==> config.mk <==
export PLATFORM = sky130hd
export DESIGN_NAME = ptp_sync_followup_receiver
export DESIGN_NICKNAME = d
export VERILOG_FILES = /design/src/hdl/ptpsfr_pkg.sv /design/src/hdl/ptp_sync_followup_receiver.sv
export SDC_FILE = /design/constraint.sdc
export NUM_CORES = 2
export LEC_CHECK = 0
export ABC_AREA = 1
export BUFFER_PORTS_ARGS = -buffer_cell sky130_fd_sc_hd__clkbuf_2
export CAP_MARGIN = 10
export CORE_ASPECT_RATIO = 0.8
export CORE_MARGIN = 3
export CORE_UTILIZATION = 45
export CTS_BUF_LIST = sky130_fd_sc_hd__clkbuf_4
export DETAILED_ROUTE_END_ITERATION = 12
export PLACE_DENSITY = 0.69
export SLEW_MARGIN = 20
export SYNTH_ARGS = -nofsm -noshare
export SYNTH_HDL_FRONTEND = slang
export SYNTH_SLANG_ARGS = --single-unit
==> constraint.sdc <==
create_clock -name clk_i -period 7.64 [get_ports clk_i]
set_input_delay 1.91 -clock clk_i [delete_from_list [all_inputs] [get_ports clk_i]]
set_output_delay 1.91 -clock clk_i [all_outputs]
set_load 0.1 [all_outputs]
==> src/hdl/ptpsfr_pkg.sv <==
// ----------------------------------------------------------------------------
// ptpsfr_pkg
// Types and constants for the Sync/Follow_Up receive machine.
// ----------------------------------------------------------------------------
package ptpsfr_pkg;

  localparam int DivW  = 62;  // delay shifted up by 30
  localparam int RatW  = 31;
  localparam int CntW  = 6;
  localparam logic [63:0] NsInSec = 64'd1000000000;

  typedef enum logic [1:0] {
    OP_TICK  = 2'd0,
    OP_SYNC  = 2'd1,
    OP_FUP   = 2'd2,
    OP_BEGIN = 2'd3
  } opcode_e;

  typedef enum logic [0:0] {
    CFG_DELAY = 1'b0,
    CFG_RATIO = 1'b1
  } cfg_reg_e;

  // Input item, last field in the lowest bits.
  typedef struct packed {
    logic        pad;
    logic [7:0]  domain_number;
    logic [31:0] gm_freq_change_scaled;
    logic [15:0] gm_base_indicator;
    logic [31:0] rate_offset_scaled;
    logic [29:0] origin_nanoseconds;
    logic [47:0] origin_seconds;
    logic [63:0] correction_scaled;
    logic [7:0]  log_interval;
    logic [15:0] sequence_id;
    logic [63:0] time_ns;
    logic        port_ready;
  } in_item_t;

  typedef struct packed {
    logic [7:0]  domain_out;
    logic [31:0] gm_freq_change_out;
    logic [15:0] gm_base_out;
    logic [29:0] origin_ns_out;
    logic [47:0] origin_sec_out;
    logic [7:0]  sync_log_interval;
    logic [15:0] correction_frac;
    logic [47:0] correction_whole_ns;
    logic [41:0] rate_ratio_q41;
    logic [63:0] upstream_tx_time_ns;
  } out_item_t;

endpackage

==> src/hdl/ptp_sync_followup_receiver.sv <==
// ----------------------------------------------------------------------------
// ptp_sync_followup_receiver
// gPTP MD sync receive machine: latches Sync and Follow_Up, evaluates on ticks.
// ----------------------------------------------------------------------------
// Sync, Follow_Up, begin and non-emitting ticks only update registered state.
// A matching tick runs a bit-serial restoring divider for delay/ratio
// (P_DIV), a subtract step (P_SUB) and an output load step (P_OUT).
// Throughput: one item per cycle in P_IDLE; input is held off through P_DIV,
// P_SUB and P_OUT, longer if the previous result still waits in the output register.
// Reset: asynchronous, active low; machine in discard, ratio_q set to 31'h4000_0000, all other state cleared.
module ptp_sync_followup_receiver (
  input  logic         clk_i,
  input  logic         rst_ni,
  input  logic         s_axis_tvalid,
  output logic         s_axis_tready,
  input  logic [319:0] s_axis_tdata,  // port_ready, time_ns, sequence_id, log_interval,
                                      // correction_scaled, origin_seconds,
                                      // origin_nanoseconds, rate_offset_scaled,
                                      // gm_base_indicator, gm_freq_change_scaled,
                                      // domain_number, 1 pad bit
  input  logic [1:0]   s_axis_tuser,  // opcode
  output logic         m_axis_tvalid,
  input  logic         m_axis_tready,
  output logic [311:0] m_axis_tdata,  // upstream_tx_time_ns, rate_ratio_q41,
                                      // correction_whole_ns, correction_frac,
                                      // sync_log_interval, origin_sec_out,
                                      // origin_ns_out, gm_base_out,
                                      // gm_freq_change_out, domain_out
  input  logic         cfg_valid_i,
  output logic         cfg_ready_o,
  input  logic [7:0]   cfg_addr_i,
  input  logic [31:0]  cfg_data_i
);

  typedef enum logic [1:0] {M_DISCARD, M_WAIT_SYNC, M_WAIT_FUP} mstate_e;
  typedef enum logic [1:0] {P_IDLE, P_DIV, P_SUB, P_OUT} pstate_e;

  ptpsfr_pkg::in_item_t in_item;
  assign in_item = ptpsfr_pkg::in_item_t'(s_axis_tdata);

  logic [31:0] delay_q;
  logic [30:0] ratio_q;
  mstate_e     mst_q;
  pstate_e     pst_q;
  logic        sync_pend_q, fup_pend_q;
  logic [63:0] deadline_q, ingress_q;
  logic [15:0] sync_seq_q, fup_seq_q;
  logic [7:0]  sync_int_q;
  logic [63:0] corr_q;
  logic [47:0] osec_q;
  logic [29:0] ons_q;
  logic [31:0] roff_q, gfreq_q;
  logic [15:0] gbase_q;
  logic [7:0]  dom_q;

  // divider
  logic [ptpsfr_pkg::DivW-1:0] dvd_q, quot_q;
  logic [ptpsfr_pkg::RatW-1:0] rem_q;
  logic [ptpsfr_pkg::CntW-1:0] cnt_q;
  logic [63:0]                 upstream_q;

  // output register
  ptpsfr_pkg::out_item_t out_q;
  logic                  out_valid_q;
  logic                  out_load;

  logic [30:0] divisor;
  logic [31:0] rem_sh, rem_sub;
  logic        rem_ge;
  logic        in_acc;
  logic [63:0] interval;
  logic signed [7:0] exp_c;

  assign s_axis_tready = (pst_q == P_IDLE);
  assign m_axis_tvalid = out_valid_q;
  assign cfg_ready_o   = 1'b1;
  assign in_acc        = s_axis_tvalid && s_axis_tready;
  // result moves to the output register once it is empty or being drained
  assign out_load      = (pst_q == P_OUT) && (!out_valid_q || m_axis_tready);

  assign divisor = (ratio_q == '0) ? 31'h4000_0000 : ratio_q;
  assign rem_sh  = {rem_q, dvd_q[ptpsfr_pkg::DivW-1]};
  assign rem_sub = rem_sh - {1'b0, divisor};
  assign rem_ge  = rem_sh >= {1'b0, divisor};

  // interval clamp to -31..31
  always_comb begin
    exp_c = $signed(sync_int_q);
    if (exp_c > 8'sd31) exp_c = 8'sd31;
    if (exp_c < -8'sd31) exp_c = -8'sd31;
    if (exp_c >= 0) interval = ptpsfr_pkg::NsInSec << exp_c[4:0];
    else            interval = ptpsfr_pkg::NsInSec >> (5'(-exp_c));
  end

  ptpsfr_pkg::out_item_t out_item;
  always_comb begin
    out_item.upstream_tx_time_ns = upstream_q;
    out_item.rate_ratio_q41      = 42'h200_0000_0000 + {{10{roff_q[31]}}, roff_q};
    out_item.correction_whole_ns = corr_q[63:16];
    out_item.correction_frac     = corr_q[15:0];
    out_item.sync_log_interval   = sync_int_q;
    out_item.origin_sec_out      = osec_q;
    out_item.origin_ns_out       = ons_q;
    out_item.gm_base_out         = gbase_q;
    out_item.gm_freq_change_out  = gfreq_q;
    out_item.domain_out          = dom_q;
  end
  assign m_axis_tdata = out_q;

  always_ff @(posedge clk_i or negedge rst_ni) begin
    if (!rst_ni) begin
      delay_q     <= '0;
      ratio_q     <= 31'h4000_0000;
      mst_q       <= M_DISCARD;
      pst_q       <= P_IDLE;
      sync_pend_q <= 1'b0;
      fup_pend_q  <= 1'b0;
      deadline_q  <= '0;
      ingress_q   <= '0;
      sync_seq_q  <= '0;
      fup_seq_q   <= '0;
      sync_int_q  <= '0;
      corr_q      <= '0;
      osec_q      <= '0;
      ons_q       <= '0;
      roff_q      <= '0;
      gfreq_q     <= '0;
      gbase_q     <= '0;
      dom_q       <= '0;
      dvd_q       <= '0;
      quot_q      <= '0;
      rem_q       <= '0;
      cnt_q       <= '0;
      upstream_q  <= '0;
      out_q       <= '0;
      out_valid_q <= 1'b0;
    end else begin
      if (cfg_valid_i) begin
        if (cfg_addr_i == 8'(ptpsfr_pkg::CFG_DELAY)) delay_q <= cfg_data_i;
        else if (cfg_addr_i == 8'(ptpsfr_pkg::CFG_RATIO)) ratio_q <= cfg_data_i[30:0];
      end
      if (out_load) begin
        out_q       <= out_item;
        out_valid_q <= 1'b1;
      end else if (m_axis_tready) begin
        out_valid_q <= 1'b0;
      end
      unique case (pst_q)
        P_IDLE: begin
          if (in_acc) begin
            priority if (s_axis_tuser == ptpsfr_pkg::OP_SYNC) begin
              ingress_q   <= in_item.time_ns;
              sync_seq_q  <= in_item.sequence_id;
              sync_int_q  <= in_item.log_interval;
              sync_pend_q <= 1'b1;
            end else if (s_axis_tuser == ptpsfr_pkg::OP_FUP) begin
              corr_q     <= in_item.correction_scaled;
              osec_q     <= in_item.origin_seconds;
              ons_q      <= in_item.origin_nanoseconds;
              roff_q     <= in_item.rate_offset_scaled;
              gbase_q    <= in_item.gm_base_indicator;
              gfreq_q    <= in_item.gm_freq_change_scaled;
              dom_q      <= in_item.domain_number;
              fup_seq_q  <= in_item.sequence_id;
              fup_pend_q <= 1'b1;
            end else if (s_axis_tuser == ptpsfr_pkg::OP_BEGIN ||
                         (sync_pend_q && !in_item.port_ready)) begin
              mst_q       <= M_DISCARD;
              sync_pend_q <= 1'b0;
              fup_pend_q  <= 1'b0;
            end else if (mst_q == M_WAIT_FUP) begin
              if (fup_pend_q && fup_seq_q == sync_seq_q) begin
                fup_pend_q <= 1'b0;
                mst_q      <= M_WAIT_SYNC;
                dvd_q      <= {delay_q, 30'd0};
                rem_q      <= '0;
                quot_q     <= '0;
                cnt_q      <= ptpsfr_pkg::CntW'(ptpsfr_pkg::DivW - 1);
                pst_q      <= P_DIV;
              end else if (in_item.time_ns >= deadline_q) begin
                sync_pend_q <= 1'b0;
                fup_pend_q  <= 1'b0;
                mst_q       <= M_DISCARD;
              end
            end else if (sync_pend_q) begin
              sync_pend_q <= 1'b0;
              deadline_q  <= in_item.time_ns + interval;
              mst_q       <= M_WAIT_FUP;
            end
          end
        end
        P_DIV: begin
          // one quotient bit per cycle
          rem_q  <= rem_ge ? rem_sub[30:0] : rem_sh[30:0];
          quot_q <= {quot_q[ptpsfr_pkg::DivW-2:0], rem_ge};
          dvd_q  <= {dvd_q[ptpsfr_pkg::DivW-2:0], 1'b0};
          cnt_q  <= cnt_q - 1'b1;
          if (cnt_q == '0) pst_q <= P_SUB;
        end
        P_SUB: begin
          upstream_q <= ingress_q - {2'b00, quot_q};
          pst_q      <= P_OUT;
        end
        P_OUT: begin
          if (out_load) pst_q <= P_IDLE;
        end
        default: pst_q <= P_IDLE;
      endcase
    end
  end

endmodule
* Yosys cells after proc, flatten, opt, wreduce, memory -nomap -nowiden
Index checks and enable logic that the tools add are counted.
** Cells by class
- Add/subtract/negate cells :: 6
- Order comparisons :: 5
- Equal/unequal tests :: 21
- Shift-type cells :: 2
- Muxes and demuxes :: 59
- Bitwise gates (word level) :: 5
- Reduce and logical (&&, ||, !) cells :: 27
** Operator list (number)
- $mux W62 :: 12
- $mux W31 :: 8
- $pmux W62 S2 :: 2
- $add A64 B64 Y64 :: 1
- $ge A64 B64 Y1 :: 1
- $mux W64 :: 1
- $shl A30 B5 Y64 const A :: 1
- $shr A30 B5 Y64 const A :: 1
- $sub A64 B62 Y64 :: 1
- $pmux W31 S2 :: 1
- $add A42 B42 Y42 const A :: 1
- $mux W6 :: 6
- $ge A32 B31 Y1 :: 1
- $logic_not A31 Y1 :: 1
- $sub A31 B31 Y31 :: 1
- $mux W2 :: 13
- $eq A16 B16 Y1 :: 1
- $mux W8 :: 2
- $reduce_and A7 Y1 :: 2
- $mux W1 :: 12
- $ne A2 B2 Y1 const B :: 6
- $pmux W6 S2 :: 1
- $eq A2 B2 Y1 const B :: 5
- $reduce_and A5 Y1 :: 2
- 27 further kinds :: 42
** Storage, ports and cells
- Flip-flop bits (word level) :: 1005
- Input port bits :: 367
- Output and inout port bits :: 315
- Logic and storage cells :: 159

* Depth between registers and ports, before layout
- Depth in word-level cells :: 9
- Depth in mapped cells :: 33
- Depth with buffers taken out :: 31

* Worst setup path after synthesis
No wires, ideal clock.
- Kind :: reg2reg
- Start :: reg sync_int_q[1]
- End :: reg deadline_q[50]
- Setup time :: 0.118 ns
- Arrival :: 4.889 ns
- Required time :: 7.522 ns
- Setup slack :: 2.634 ns
- Cell stages (with the launch flop) :: 34
- Period minus slack after synthesis :: 5.006 ns
- Cells stage by stage :: dfrtp_1 inv_1 nand4_1 o2111ai_1 ha_1 a21oi_1 buf_4 inv_1 ha_1 inv_1 ha_1 clkbuf_1 nand2_1 o21ai_0 nand2_1 o21ai_0 o22ai_1 ha_1 inv_1 fa_1 inv_1 nand3_1 nand2_1 nand2_1 nand2_1 nand2_1 nand2_1 inv_1 o21ai_0 nand3_1 nand3_1 nand2_1 nand3_1 nand2_1
** On the way
- Cells in the longest elaborated chain, start to end :: 8
- Elaborated cells between the ends (all ways) :: 10
** Ends and longest elaborated chain
- from (decl) :: line ptp_sync_followup_receiver.sv:48 : logic [7:0] sync_int_q;
- from (signal assigned) :: line ptp_sync_followup_receiver.sv:154 : sync_int_q <= in_item.log_interval;
- $gt A8 B6 Y1 :: line ptp_sync_followup_receiver.sv:89 : if (exp_c > 8'sd31) exp_c = 8'sd31;
- $mux W8 (*) :: line ptp_sync_followup_receiver.sv:89
- $lt A8 B6 Y1 :: line ptp_sync_followup_receiver.sv:90 : if (exp_c < -8'sd31) exp_c = -8'sd31;
- $mux W8 (*) :: line ptp_sync_followup_receiver.sv:90
- $neg A5 Y5 :: line ptp_sync_followup_receiver.sv:92 : else interval = ptpsfr_pkg::NsInSec >> (5'(-exp_c));
- $shr A30 B5 Y64 :: line ptp_sync_followup_receiver.sv:92
- $mux W64 (*) :: line ptp_sync_followup_receiver.sv:91 : if (exp_c >= 0) interval = ptpsfr_pkg::NsInSec << exp_c[4:0];
- $add A64 B64 Y64 (*) :: line ptp_sync_followup_receiver.sv:187 : deadline_q <= in_item.time_ns + interval;
- to (signal assigned) :: line ptp_sync_followup_receiver.sv:187
- to (decl) :: line ptp_sync_followup_receiver.sv:46 : logic [63:0] deadline_q, ingress_q;
Mark *: on every way between the ends. The rest lies on a longest branch, timed or not.
A chain may end at the register's enable or synchronous reset.

* Worst setup path in the final report
- Start :: reg sync_int_q[1]
- End :: reg deadline_q[49]
The elaborated chain is that of the path after synthesis.

==> results.md <==
- Final worst slack: 0.9778 ns
- Drt pass-1 iters: 7
- Layout Utilization: 0.5220
- Fin crit share: 0.8720
- Netlist cell types: 63
- Post-synthesis cell area: 51540 sq um
- Kind of critical path: reg2reg
- Final Setup Violations: 0
- Post-route DRC violation count: 0
- R2R depth: 28
- Initial core utilization: 0.4555
- Post-synthesis average cell area: 7.876 sq um
- Filler cell count in the final layout: 11090
- CP Depth: 28
- Die Span X: 384.4 um
- 1st-iter DRT viols: 3929
- Final HPWL from detailed placement: 135300 um
- WL met2: 75700 um
- Post-CTS Resized: 0
- # rows: 110
- DR top layer: met5
- Max stage delay on crit path: 0.56 ns
- Post-synth ARST share: 1.000
- Hold WC Path Type: reg2reg
- Maximum number of pins on one net before global-route repair: 251
- Wire length per cell: 19.39 um
- Area growth syn-to-layout: 14.59%
- Sequential share of the synthesized area: 0.4691
- Setup slack at placement: 1.150 ns
- Global Route Usage Sum: 0.2842
- Worst reg-to-reg setup slack: 0.98 ns
- Post-DR vias/cell: 5.202
- Max-cap viol count: 0
- Ys flop type: dfrtp_1
- #FFs+latches synth: 966
- Wl on met1: 78920 um
- Reg2reg end: deadline_q[49]
- RSZ-0062 raised after global routing: false
- Fmax: 150.1 MHz
- First-pass GRT wire length: 258500 um
- Initial antenna violation count: 19
- Rel. slew slack: 0.2905
- Met3 wire length: 12730 um
- Setup repair bufs after CTS: 0
- Synth Instances: 6543
- CTS tree: yes
- Syn Nets: 7151
- Io pins: 682
- Routed Wire Length: 173200 um
- CP top delay family: compound AO/OA/AOI/OAI gates
- Vias in the first global route: 43870
- End point of the critical path: deadline_q[49]
- Clk_skew: 0.08462 ns
- GPL Wtd Cong: 0.9868
- Core Box Area: 113100 sq um
- Crit-path most repeated cell: nand2_1
- Setup TNS: 0 ns
- Clk buf depth: 3
- DR vias: 46470
- Root Buffer: clkbuf_4
- H-tree levels: 4
- Crit path max fanout: 15
- Final hold vios: 0
- Remaining antenna violation count: 0
- Yosys warning count: 0
- Die H: 308.7 um
- Post-synth EDFFs: 0
- WP buf/inv: 4
- Crit path capture type: flip-flop
- Slew Limit Fails: 0
- Share of cells above drive strength 1: 0.1675
- Slew @ Worst Pin: 1.063 ns
- CP required: 8.71 ns
- Slowest stage cell, crit path: ha_1
- Die Footprint: 118600 sq um
- CTS Sinks: 966
- Period minus WS final: 6.662 ns
- CP arrival: 7.73 ns
- Final nets: 7868
- CP startpoint: sync_int_q[1]
- Worst setup SP type: flip-flop
- Clock slew seen by the registers of the worst setup and hold paths: 0.07 ns
- Outcome: finished clean
- Hold buffer count at cts: 0
- Number of CTS-inserted buffers: 236
- Port bufs: 679
- Worst r2r src: sync_int_q[1]
- Total gr overflow: 0
- Clk_lat worst skew: 1.21 ns
-- cells in the mapped netlist, types with 2 or more instances --
library cell	count	share of area
nand3_2	4	0.00078
a21oi_1	449	0.044
or2_2	16	0.0019
nand3b_1	16	0.0023
mux2_2	120	0.026
a21oi_2	2	0.00034
buf_6	7	0.0015
o221ai_1	3	0.00051
nand2_4	3	0.00066
o21ai_0	602	0.058
nand3_1	264	0.026
a211oi_1	2	0.00029
xor2_1	28	0.0048
a21o_1	16	0.0023
dfrtp_1	965	0.47
o21a_1	11	0.0016
ha_1	238	0.058
o21ai_2	2	0.00034
a21boi_0	9	0.0013
fa_1	3	0.0012
nor2_1	641	0.047
nor4_1	13	0.0016
clkbuf_1	172	0.013
clkinv_1	2	0.00015
and3_1	4	0.00049
o211ai_1	11	0.0016
nor3_1	39	0.0038
o2111ai_1	2	0.00034
nand4_1	45	0.0055
inv_1	836	0.061
inv_2	9	0.00066
nand2_2	4	0.00049
o21bai_1	28	0.0041
xnor2_1	59	0.010
buf_2	30	0.0029
nor2_8	2	0.00078
o21ai_1	19	0.0018
nand2_1	1714	0.12
buf_1	7	0.00051
buf_4	17	0.0025
o22ai_1	94	0.011
a31oi_1	14	0.0017
-- per-stage QoR --
stage | instance area (sq um) | hold WS [ns] | instances
after floorplan | 51540 | 0.4364 | 6543
after global placement | 56190 | 0.4404 | 8533
after detailed placement | 56190 | 0.4485 | 8533
after CTS | 58970 | 0.4422 | 8910
after global routing | 59040 | 0.4708 | 8927
final | 59050 | 0.4479 | 8932
-- final cells by class --
class | count | area, sq um | share of cell area
tap | 1512 | 1892 | 0.03204
timing repair buffer | 713 | 3787 | 0.06413
antenna | 21 | 52.55 | 0.0008899
sequential | 966 | 24170 | 0.4094
multi-input combinational | 4494 | 23180 | 0.3926
clock inverter | 53 | 341.6 | 0.005784
clock buffer | 324 | 2432 | 0.04119
inverter | 849 | 3192 | 0.05405
-- logic make-up after synthesis --
| family | synth area share |
|---|---|
| fa+ha+maj | 0.05895 |
| simple gates | 0.2165 |
| other cells | 0.00007277 |
| flops | 0.4691 |
| buf+inv | 0.08196 |
| compound gates | 0.1316 |
| xor+xnor | 0.01564 |
| mux | 0.02622 |
-- metal layers --
metal | vias to the layer above | global-route usage
li1 | 22670 | -
met2 | 1567 | 0.4307
met4 | 4 | 0.1036
met5 | - | 0
met3 | 286 | 0.05999
met1 | 21940 | 0.4026
-- cells in the final DEF, fill, tap and decap left out, drive strengths merged, types with 9 or more instances in the layout --
cell type and instances:
nand4 45, nor3 39, o21ai 624, a21oi 451
ha 238, nand2 1721, diode 21, clkinv 44
o21bai 28, a21boi 9, o22ai 95, mux2 120
o21a 11, xor2 30, a21o 16, nor2 645
nand3 268, clkbuf 1002, nor4 13, dfrtp 965
or2 17, xnor2 59, inv 855, o211ai 11
nand3b 16, buf 35, a31oi 14
-- worst min path at each step --
stage / cells after the start / slack [ns] / from / end
floorplan: 2 / 0.44 / corr_q[16] / m_axis_tdata[106]
global placement: 2 / 0.44 / corr_q[55] / m_axis_tdata[145]
detailed placement: 2 / 0.45 / corr_q[31] / m_axis_tdata[121]
CTS: 2 / 0.44 / upstream_q[23] / m_axis_tdata[23]
global route: 2 / 0.47 / corr_q[50] / m_axis_tdata[140]
finish: 2 / 0.45 / corr_q[54] / m_axis_tdata[144]
-- worst register-to-register path, delay by kind of cell (launching register included) --
family | cells | cell delay [ns]
compound gates | 8 | 1.97
fa+ha+maj | 4 | 1.85
buf+inv | 4 | 0.75
flops | 1 | 0.49
simple gates | 12 | 1.45
-- flip-flops by register name (all words and copies together), names as in the netlist, 2 cells and up --
name          cells
m_axis_tdata    303
corr_q           64
deadline_q       64
ingress_q        64
upstream_q       64
quot_q           62
osec_q           48
delay_q          32
dvd_q            32
gfreq_q          32
roff_q           32
ratio_q          31
rem_q            31
ons_q            30
fup_seq_q        16
gbase_q          16
sync_seq_q       16
dom_q             8
sync_int_q        8
cnt_q             6
mst_q             2
pst_q             2
Power is not shown: default switching activity piles up to over one toggle a cycle in this logic, so the estimate is an artifact.
